File: src/sv/bctd_pkg.sv
`timescale 1ns / 1ps

package bctd_pkg;

    // Block format register codes
    typedef enum logic [1:0] {
        FMT_DXT1 = 2'd0,
        FMT_DXT3 = 2'd1,
        FMT_DXT5 = 2'd2,
        FMT_BC5  = 2'd3
    } fmt_t;

    localparam logic [7:0] BYTE_FULL = 8'd255;
    localparam logic [7:0] BC5_FILL  = 8'd127;
    localparam logic [3:0] PIX_LAST  = 4'd15;
    localparam int         COORD_W   = 14;

    typedef struct packed {
        logic [63:0] word_lo;
        logic [63:0] word_hi;
        logic [11:0] block_col;
        logic [11:0] block_row;
    } in_item_t;

    typedef struct packed {
        logic [COORD_W-1:0] pix_x;
        logic [COORD_W-1:0] pix_y;
        logic [7:0]         out_blue;
        logic [7:0]         out_green;
        logic [7:0]         out_red;
        logic [7:0]         out_alpha;
        logic               last_pixel;
    } out_item_t;

    // Replicate the top bits to widen a 5- or 6-bit colour field to 8 bits
    function automatic logic [7:0] widen5(input logic [4:0] v);
        return {v, v[4:2]};
    endfunction

    function automatic logic [7:0] widen6(input logic [5:0] v);
        return {v, v[5:4]};
    endfunction

    // Exact division by reciprocal multiply over the ranges used here
    // (x/3 for x <= 765, x/5 for x <= 1275, x/7 for x <= 1785)
    function automatic logic [7:0] div3(input logic [10:0] x);
        logic [21:0] p;
        p = 22'(x) * 22'd683;
        return p[18:11];
    endfunction

    function automatic logic [7:0] div5(input logic [10:0] x);
        logic [23:0] p;
        p = 24'(x) * 24'd1639;
        return p[20:13];
    endfunction

    function automatic logic [7:0] div7(input logic [10:0] x);
        logic [24:0] p;
        p = 25'(x) * 25'd2341;
        return p[21:14];
    endfunction

endpackage

File: src/sv/block_compressed_texture_decoder_unit.sv
`timescale 1ns / 1ps

// Compressed texture block decoder for the DXT1, DXT3, DXT5 and BC5
// two-channel formats. Each input transfer carries one 4x4 block (two
// little-endian 64-bit words) and its block column and row; the unit returns
// sixteen output transfers, one pixel each, in row-major order, with image
// coordinates, BGRA bytes and last_pixel on the sixteenth. The format register
// is written through cfg_we/cfg_wdata and must only change while the unit is
// idle; it is sampled when a block is taken. A block passes an input register,
// an endpoint/weighted-sum stage and a palette stage, then a pixel sequencer
// reads one pixel per cycle out of the palette stage into the output register
// while out_stall is low; the palette stage holds the block until its sixteenth
// pixel is handed on. Up to two further blocks queue in the earlier stages,
// so in_stall rises only when those are all occupied. Block indices wrap at
// 2^BLOCK_INDEX_BITS and pixel coordinates at 2^14.
module block_compressed_texture_decoder_unit
    import bctd_pkg::*;
#(
    parameter int BLOCK_INDEX_BITS = 12
) (
    input  logic       clk,
    input  logic       rst_n,
    input  logic       cfg_we,
    input  logic [1:0] cfg_wdata,
    input  logic       in_valid,
    output logic       in_stall,
    input  in_item_t   in_data,
    output logic       out_valid,
    input  logic       out_stall,
    output out_item_t  out_data
);

    localparam int BI = BLOCK_INDEX_BITS;

    // ------------------------------------------------------------------
    // Format register
    // ------------------------------------------------------------------
    fmt_t fmt_reg;

    always_ff @(posedge clk or negedge rst_n)
    begin
        if (!rst_n)
        begin
            fmt_reg <= FMT_DXT1;
        end
        else if (cfg_we)
        begin
            fmt_reg <= fmt_t'(cfg_wdata);
        end
    end

    // ------------------------------------------------------------------
    // Flow control: a stage loads when it is empty or its content leaves
    // ------------------------------------------------------------------
    logic       s1_valid_reg, s2_valid_reg, s3_valid_reg, out_valid_reg;
    logic [3:0] cnt_reg;
    logic       out_adv, s3_ld, s2_ld, s1_ld;

    assign out_adv  = !out_valid_reg || !out_stall;
    assign s3_ld    = !s3_valid_reg || (out_adv && (cnt_reg == PIX_LAST));
    assign s2_ld    = !s2_valid_reg || s3_ld;
    assign s1_ld    = !s1_valid_reg || s2_ld;
    assign in_stall = !s1_ld;

    always_ff @(posedge clk or negedge rst_n)
    begin
        if (!rst_n)
        begin
            s1_valid_reg  <= 1'b0;
            s2_valid_reg  <= 1'b0;
            s3_valid_reg  <= 1'b0;
            out_valid_reg <= 1'b0;
            cnt_reg       <= '0;
        end
        else
        begin
            if (s1_ld)
            begin
                s1_valid_reg <= in_valid;
            end
            if (s2_ld)
            begin
                s2_valid_reg <= s1_valid_reg;
            end
            if (s3_ld)
            begin
                s3_valid_reg <= s2_valid_reg;
            end
            if (out_adv)
            begin
                out_valid_reg <= s3_valid_reg;
            end
            // Advance the pixel counter on every pixel handed on; it wraps
            // to zero as the block leaves the palette stage.
            if (s3_valid_reg && out_adv)
            begin
                cnt_reg <= cnt_reg + 4'd1;
            end
        end
    end

    // ------------------------------------------------------------------
    // Stage 1: input register
    // ------------------------------------------------------------------
    logic [63:0]  s1_lo_reg, s1_hi_reg;
    logic [BI-1:0] s1_col_reg, s1_row_reg;
    fmt_t         s1_fmt_reg;
    logic [13:0]  col_ext, row_ext;

    // Zero-extend so that any index width up to fourteen bits can be cut out
    assign col_ext = 14'(in_data.block_col);
    assign row_ext = 14'(in_data.block_row);

    always_ff @(posedge clk)
    begin
        if (s1_ld)
        begin
            s1_lo_reg  <= in_data.word_lo;
            s1_hi_reg  <= in_data.word_hi;
            s1_col_reg <= col_ext[BI-1:0];
            s1_row_reg <= row_ext[BI-1:0];
            s1_fmt_reg <= fmt_reg;
        end
    end

    // ------------------------------------------------------------------
    // Stage 2: colour endpoints and weighted sums for the interpolators
    // ------------------------------------------------------------------
    logic [63:0]  s1_cw;
    logic [15:0]  c0, c1;
    logic [7:0]   ep0_next [3];
    logic [7:0]   ep1_next [3];
    logic [10:0]  n2_next  [3];
    logic [10:0]  n3_next  [3];
    logic         four_next;
    logic [63:0]  s1_chw   [2];
    logic         gt_next  [2];
    logic [10:0]  n7_next  [2][6];
    logic [10:0]  n5_next  [2][4];

    always_comb
    begin
        s1_cw = (s1_fmt_reg == FMT_DXT1) ? s1_lo_reg : s1_hi_reg;
        c0    = s1_cw[15:0];
        c1    = s1_cw[31:16];

        ep0_next[0] = widen5(c0[4:0]);
        ep0_next[1] = widen6(c0[10:5]);
        ep0_next[2] = widen5(c0[15:11]);
        ep1_next[0] = widen5(c1[4:0]);
        ep1_next[1] = widen6(c1[10:5]);
        ep1_next[2] = widen5(c1[15:11]);

        for (int ch = 0; ch < 3; ch++)
        begin
            n2_next[ch] = {2'b0, ep0_next[ch], 1'b0} + {3'b0, ep1_next[ch]};
            n3_next[ch] = {3'b0, ep0_next[ch]} + {2'b0, ep1_next[ch], 1'b0};
        end

        // Three-colour mode exists only for DXT1 with c0 <= c1
        four_next = (c0 > c1) || (s1_fmt_reg != FMT_DXT1);

        s1_chw[0] = s1_lo_reg;
        s1_chw[1] = s1_hi_reg;
        for (int c = 0; c < 2; c++)
        begin
            gt_next[c] = s1_chw[c][7:0] > s1_chw[c][15:8];
            for (int j = 0; j < 6; j++)
            begin
                n7_next[c][j] = 11'(6 - j) * {3'b0, s1_chw[c][7:0]}
                              + 11'(j + 1) * {3'b0, s1_chw[c][15:8]};
            end
            for (int j = 0; j < 4; j++)
            begin
                n5_next[c][j] = 11'(4 - j) * {3'b0, s1_chw[c][7:0]}
                              + 11'(j + 1) * {3'b0, s1_chw[c][15:8]};
            end
        end
    end

    logic [63:0]   s2_lo_reg, s2_hi_reg;
    logic [BI-1:0] s2_col_reg, s2_row_reg;
    fmt_t          s2_fmt_reg;
    logic [7:0]    s2_ep0_reg [3];
    logic [7:0]    s2_ep1_reg [3];
    logic [10:0]   s2_n2_reg  [3];
    logic [10:0]   s2_n3_reg  [3];
    logic          s2_four_reg;
    logic          s2_gt_reg  [2];
    logic [10:0]   s2_n7_reg  [2][6];
    logic [10:0]   s2_n5_reg  [2][4];

    always_ff @(posedge clk)
    begin
        if (s2_ld)
        begin
            s2_lo_reg   <= s1_lo_reg;
            s2_hi_reg   <= s1_hi_reg;
            s2_col_reg  <= s1_col_reg;
            s2_row_reg  <= s1_row_reg;
            s2_fmt_reg  <= s1_fmt_reg;
            s2_ep0_reg  <= ep0_next;
            s2_ep1_reg  <= ep1_next;
            s2_n2_reg   <= n2_next;
            s2_n3_reg   <= n3_next;
            s2_four_reg <= four_next;
            s2_gt_reg   <= gt_next;
            s2_n7_reg   <= n7_next;
            s2_n5_reg   <= n5_next;
        end
    end

    // ------------------------------------------------------------------
    // Stage 3: colour palette and the two eight-entry channel tables
    // ------------------------------------------------------------------
    logic [7:0] pal_next [4][4];   // [entry][B,G,R,A]
    logic [7:0] tab_next [2][8];   // [lo/hi word][entry]
    logic [8:0] avg_sum  [3];
    logic [63:0] s2_chw  [2];

    always_comb
    begin
        for (int ch = 0; ch < 3; ch++)
        begin
            avg_sum[ch]     = {1'b0, s2_ep0_reg[ch]} + {1'b0, s2_ep1_reg[ch]};
            pal_next[0][ch] = s2_ep0_reg[ch];
            pal_next[1][ch] = s2_ep1_reg[ch];
            pal_next[2][ch] = s2_four_reg ? div3(s2_n2_reg[ch]) : avg_sum[ch][8:1];
            pal_next[3][ch] = s2_four_reg ? div3(s2_n3_reg[ch]) : 8'd0;
        end
        pal_next[0][3] = BYTE_FULL;
        pal_next[1][3] = BYTE_FULL;
        pal_next[2][3] = BYTE_FULL;
        // Transparent black in three-colour mode
        pal_next[3][3] = s2_four_reg ? BYTE_FULL : 8'd0;

        s2_chw[0] = s2_lo_reg;
        s2_chw[1] = s2_hi_reg;
        for (int c = 0; c < 2; c++)
        begin
            tab_next[c][0] = s2_chw[c][7:0];
            tab_next[c][1] = s2_chw[c][15:8];
            if (s2_gt_reg[c])
            begin
                for (int j = 0; j < 6; j++)
                begin
                    tab_next[c][j + 2] = div7(s2_n7_reg[c][j]);
                end
            end
            else
            begin
                for (int j = 0; j < 4; j++)
                begin
                    tab_next[c][j + 2] = div5(s2_n5_reg[c][j]);
                end
                tab_next[c][6] = 8'd0;
                tab_next[c][7] = BYTE_FULL;
            end
        end
    end

    logic [63:0]   s3_lo_reg, s3_hi_reg;
    logic [BI-1:0] s3_col_reg, s3_row_reg;
    fmt_t          s3_fmt_reg;
    logic [7:0]    s3_pal_reg [4][4];
    logic [7:0]    s3_tab_reg [2][8];

    always_ff @(posedge clk)
    begin
        if (s3_ld)
        begin
            s3_lo_reg  <= s2_lo_reg;
            s3_hi_reg  <= s2_hi_reg;
            s3_col_reg <= s2_col_reg;
            s3_row_reg <= s2_row_reg;
            s3_fmt_reg <= s2_fmt_reg;
            s3_pal_reg <= pal_next;
            s3_tab_reg <= tab_next;
        end
    end

    // ------------------------------------------------------------------
    // Pixel sequencer: pick pixel cnt_reg out of the held block
    // ------------------------------------------------------------------
    logic [31:0]      cidx;
    logic [1:0]       ci;
    logic [47:0]      lo_idx, hi_idx;
    logic [5:0]       pos3;
    logic [2:0]       ai_lo, ai_hi;
    logic [3:0]       nib;
    logic [BI+15:0]   px_wide, py_wide;
    out_item_t        pix_next;
    out_item_t        out_reg;

    always_comb
    begin
        cidx   = (s3_fmt_reg == FMT_DXT1) ? s3_lo_reg[63:32] : s3_hi_reg[63:32];
        ci     = cidx[{cnt_reg, 1'b0} +: 2];
        lo_idx = s3_lo_reg[63:16];
        hi_idx = s3_hi_reg[63:16];
        pos3   = {1'b0, cnt_reg, 1'b0} + {2'b0, cnt_reg};
        ai_lo  = lo_idx[pos3 +: 3];
        ai_hi  = hi_idx[pos3 +: 3];
        nib    = s3_lo_reg[{cnt_reg, 2'b00} +: 4];

        px_wide = {14'd0, s3_col_reg, cnt_reg[1:0]};
        py_wide = {14'd0, s3_row_reg, cnt_reg[3:2]};

        pix_next.pix_x      = px_wide[COORD_W-1:0];
        pix_next.pix_y      = py_wide[COORD_W-1:0];
        pix_next.last_pixel = (cnt_reg == PIX_LAST);
        pix_next.out_blue   = s3_pal_reg[ci][0];
        pix_next.out_green  = s3_pal_reg[ci][1];
        pix_next.out_red    = s3_pal_reg[ci][2];
        pix_next.out_alpha  = s3_pal_reg[ci][3];

        case (s3_fmt_reg)
            FMT_BC5:
            begin
                pix_next.out_blue  = s3_tab_reg[0][ai_lo];
                pix_next.out_green = s3_tab_reg[1][ai_hi];
                pix_next.out_red   = BC5_FILL;
                pix_next.out_alpha = BYTE_FULL;
            end
            FMT_DXT3:
            begin
                // Four-bit alpha times 17 is the nibble repeated
                pix_next.out_alpha = {nib, nib};
            end
            FMT_DXT5:
            begin
                pix_next.out_alpha = s3_tab_reg[0][ai_lo];
            end
            default:
            begin
                pix_next.out_alpha = s3_pal_reg[ci][3];
            end
        endcase
    end

    // Output register: hold the pixel while the far side stalls
    always_ff @(posedge clk)
    begin
        if (out_adv)
        begin
            out_reg <= pix_next;
        end
    end

    assign out_valid = out_valid_reg;
    assign out_data  = out_reg;

endmodule

File: config.mk
export PLATFORM = sky130hd
export DESIGN_NAME = block_compressed_texture_decoder_unit
export DESIGN_NICKNAME = d
export VERILOG_FILES = /design/src/sv/bctd_pkg.sv /design/src/sv/block_compressed_texture_decoder_unit.sv
export SDC_FILE = /design/constraint.sdc
export NUM_CORES = 2
export LEC_CHECK = 0
export ABC_AREA = 1
export BUFFER_PORTS_ARGS = -buffer_cell sky130_fd_sc_hd__buf_2
export CAP_MARGIN = 20
export CELL_PAD_IN_SITES_DETAIL_PLACEMENT = 0
export CELL_PAD_IN_SITES_GLOBAL_PLACEMENT = 1
export CORE_ASPECT_RATIO = 0.75
export CORE_MARGIN = 1.5
export CORE_UTILIZATION = 50
export DETAILED_ROUTE_END_ITERATION = 10
export PLACE_DENSITY = 0.85
export SETUP_SLACK_MARGIN = 0.02
export SYNTH_ARGS = -nofsm -noshare
export SYNTH_HDL_FRONTEND = slang
export SYNTH_SLANG_ARGS = --single-unit
File: constraint.sdc
create_clock -name clk -period 69.8 [get_ports clk]
set_input_delay 13.96 -clock clk [delete_from_list [all_inputs] [get_ports clk]]
set_output_delay 13.96 -clock clk [all_outputs]
set_load 0.05 [all_outputs]
==> metrics.log <==
[metrics] fill cell instance count of the final layout: 16800
[metrics] Ant. Diodes: 0
[metrics] count of mapped cells out of synthesis: 9875
[metrics] critical path startpoint category: input port
[metrics] launching element of the worst setup path: out_stall
[metrics] source of the worst hold timing path: s1_hi_reg[58]
[metrics] aggregate global-route resource usage: 26.4%
[metrics] CTS clk-pin slew, worst paths: 0.06 ns
[metrics] signal arrival time at the worst endpoint: 16.86 ns
[metrics] standard-cell row count: 139
[metrics] worst slew pin tran: 1.23 ns
[metrics] adder and majority gate portion of the synthesized area: 38.0%
[metrics] number of sinks on the clock net: 991
[metrics] area of the core region: 0.191 mm²
[metrics] largest family of logic cells by synthesized area: adder cells
[metrics] clock skew: 0.0667 ns
[metrics] Synth async-reset ratio: 1.01%
[metrics] complex-gate fraction of the synthesized area: 9.03%
[metrics] synth unique cells: 64
[metrics] synthesis-to-finish area growth: 8.09%
[metrics] initial core utilization: 50.2%
[metrics] syn avg cell area: 9.72 µm²
[metrics] number of flip-flops under the largest register name: 116
[metrics] final worst-path cycle share: 44.2%
[metrics] syn nets: 12600
[metrics] Placer Congestion: 0.960
[metrics] post-route worst hold slack: 0.359 ns
[metrics] number of maximum-capacitance violations: 0
[metrics] maximum count of clock buffers along a single path: 3
[metrics] count of instances resized after the clock tree is built: 0
[metrics] top post-synthesis cells by area: sky130_fd_sc_hd__edfxtp_1, sky130_fd_sc_hd__ha_1, sky130_fd_sc_hd__fa_1
[metrics] number of H-tree branching levels: 3
[metrics] Reg2Reg Launch Point: cnt_reg[0]
[metrics] Final Max Slew Viols: 0
[metrics] share of synthesized cell area in and, or, nand and nor gates: 10.8%
[metrics] maximum clock frequency: 32.4 MHz
[metrics] worst rel slew slack: 16.8%
[metrics] total number of nets in the final design: 12900
[metrics] TritonCTS clock tree: built
[metrics] die extent in x: 509 µm
[metrics] number of top-level pins: 222
[metrics] maximum number of pins on one net before global-route repair: 91
[metrics] Crit path required time: 55.84 ns
[metrics] cell at the root of the clock tree: sky130_fd_sc_hd__clkbuf_16
[metrics] detailed-routing iteration count for the pre-antenna-repair pass: 6
[metrics] first-iteration detailed-routing DRC count: 6317
[metrics] Critical path buffers and inverters: 4
[metrics] wire length of the first global-routing pass: 398000 µm
[metrics] Place WS: 38.91 ns
[metrics] multi-input combinational cell area: 0.0583 mm²
[metrics] final setup violating endpoints: 0
[metrics] Main synth FF type: sky130_fd_sc_hd__edfxtp_1
[metrics] worst-path cell with the longest stage delay: sky130_fd_sc_hd__a21oi_1
[metrics] Setup Crit Path Kind: in2out
[metrics] number of global-route vias before repair: 70200
[metrics] RSZ-0062 raised after global routing: no
[metrics] Tmin final: 30.82 ns
[metrics] setup_tns: 0 ns
[metrics] floorplan die area: 0.195 mm²
[metrics] leftover overflow at the end of global routing: 0
[metrics] top library cells by usage in the layout, fill and taps aside: sky130_fd_sc_hd__inv_1, sky130_fd_sc_hd__ha_1, sky130_fd_sc_hd__nand2_1, sky130_fd_sc_hd__edfxtp_1, sky130_fd_sc_hd__a21oi_1
[metrics] result of the run: finished, final reports clean
[metrics] Post-CTS Setup Inserts: 0
[metrics] number of flops mapped to enable cells by yosys: 981
[metrics] flops & latches, synth: 991
[metrics] sequential share of the synthesized area: 31.0%
[metrics] count of unresolved DRC violations after routing: 0
[metrics] die height: 382 µm
[metrics] top cell type by total area after synthesis: sky130_fd_sc_hd__edfxtp_1
[metrics] cells along the critical path: buf_2 > nand2_4 > a21oi_1 > inv_8 > nor2_1 > inv_8 > nor2_1 > buf_2
[metrics] total count of hold-check failures in the final report: 0
[metrics] worst setup margin: 38.98 ns
[metrics] cell family contributing the most delay on the critical path: simple AND/OR/NAND/NOR gates
[metrics] fraction of final layout cells with drive strength greater than 1: 5.16%
[metrics] Routed WL per cell: 20.0 µm
[metrics] number of antenna violations at the first check in global routing: 5
[metrics] multiplexer share of the synthesized area: 0.0899%
[metrics] Post-Syn Area: 0.0960 mm²
[metrics] top cell type's share of synthesized area: 30.7%
[metrics] share of the synthesized netlist area taken by xor and xnor gates: 2.79%
[metrics] peak per-stage delay on the critical path: 0.58 ns
[metrics] Yosys Warn Count: 0
[metrics] Post-DP HPWL: 205000 µm
[metrics] number of nets with antenna violations after routing: 0
[metrics] TritonCTS buffer count: 103
[metrics] post-detailed-routing wire length: 255000 µm
[metrics] leading cell type in the layout, fill and taps excluded: sky130_fd_sc_hd__inv_1
[metrics] total vias in the final route: 70700
[metrics] hold-fix buffer count after cts: 0
[metrics] clock latency reported for the late side of the worst-skew pair: 0.78 ns
[metrics] Setup crit end kind: primary output
[metrics] post-detailed-route via-to-cell ratio: 5.53
[metrics] Port Buffer Count: 221
[metrics] path category of the worst min-delay check: reg2reg
[metrics] total area of sequential cells: 0.0297 mm²
[metrics] largest driver fanout on the critical path: 90
-- path summary, 6_finish.rpt --
check,to,slack (ns),cells past startpoint
max,in_stall,38.98,8
min,s2_hi_reg[58],0.36,0
max reg2reg,s2_n7_reg[23],63.18,11
min reg2reg,s2_hi_reg[58],0.36,0
max in group asynchronous,cnt_reg[0],56.49,1
min in group asynchronous,fmt_reg[0],13.06,1
-- layout make-up --
| type | count | share of cell area, % |
|---|---|---|
| Multi-Input combinational cell | 6827 | 56.2 |
| Sequential cell | 991 | 28.6 |
| Inverter | 1929 | 7.00 |
| Tap cell | 2538 | 3.06 |
| Clock buffer | 115 | 2.54 |
| Timing Repair Buffer | 302 | 1.73 |
| Clock inverter | 76 | 0.859 |
-- cell usage after synthesis, drive strengths merged, types with 42 or more instances --
master / n
nand4: 85
o211ai: 55
o21bai: 42
o21ai: 477
xor2: 232
ha: 1912
inv: 1927
a31oi: 42
a21oi: 732
xnor2: 74
a21o: 56
buf: 97
fa: 628
nor2: 355
edfxtp: 981
nand3: 597
nand2: 1285
-- through the flow --
step,utilization [%],area [µm²],cells
after floorplan,-,96000,9875
after global placement,52.4,100000,12600
after detailed placement,52.4,100000,12600
after CTS,54.3,104000,12800
after global routing,54.3,104000,12800
final,54.3,104000,12800
-- metal layers --
layer | track usage (%) | vias up | routed length [µm]
met5 | 0 | - | 25
met4 | 7.28 | 4 | 7510
met3 | 4.20 | 306 | 19900
met2 | 39.5 | 2439 | 107000
met1 | 39.2 | 33900 | 120000
li1 | - | 34000 | -
-- cells by family after synthesis --
logic type,count (synthesis)
simple gates,2419
flops,991
buf+inv,2057
compound gates,1554
xor+xnor,306
fa+ha+maj,2540
mux,8
Power is not shown: default switching activity piles up to over one toggle a cycle in this logic, so the estimate is an artifact.
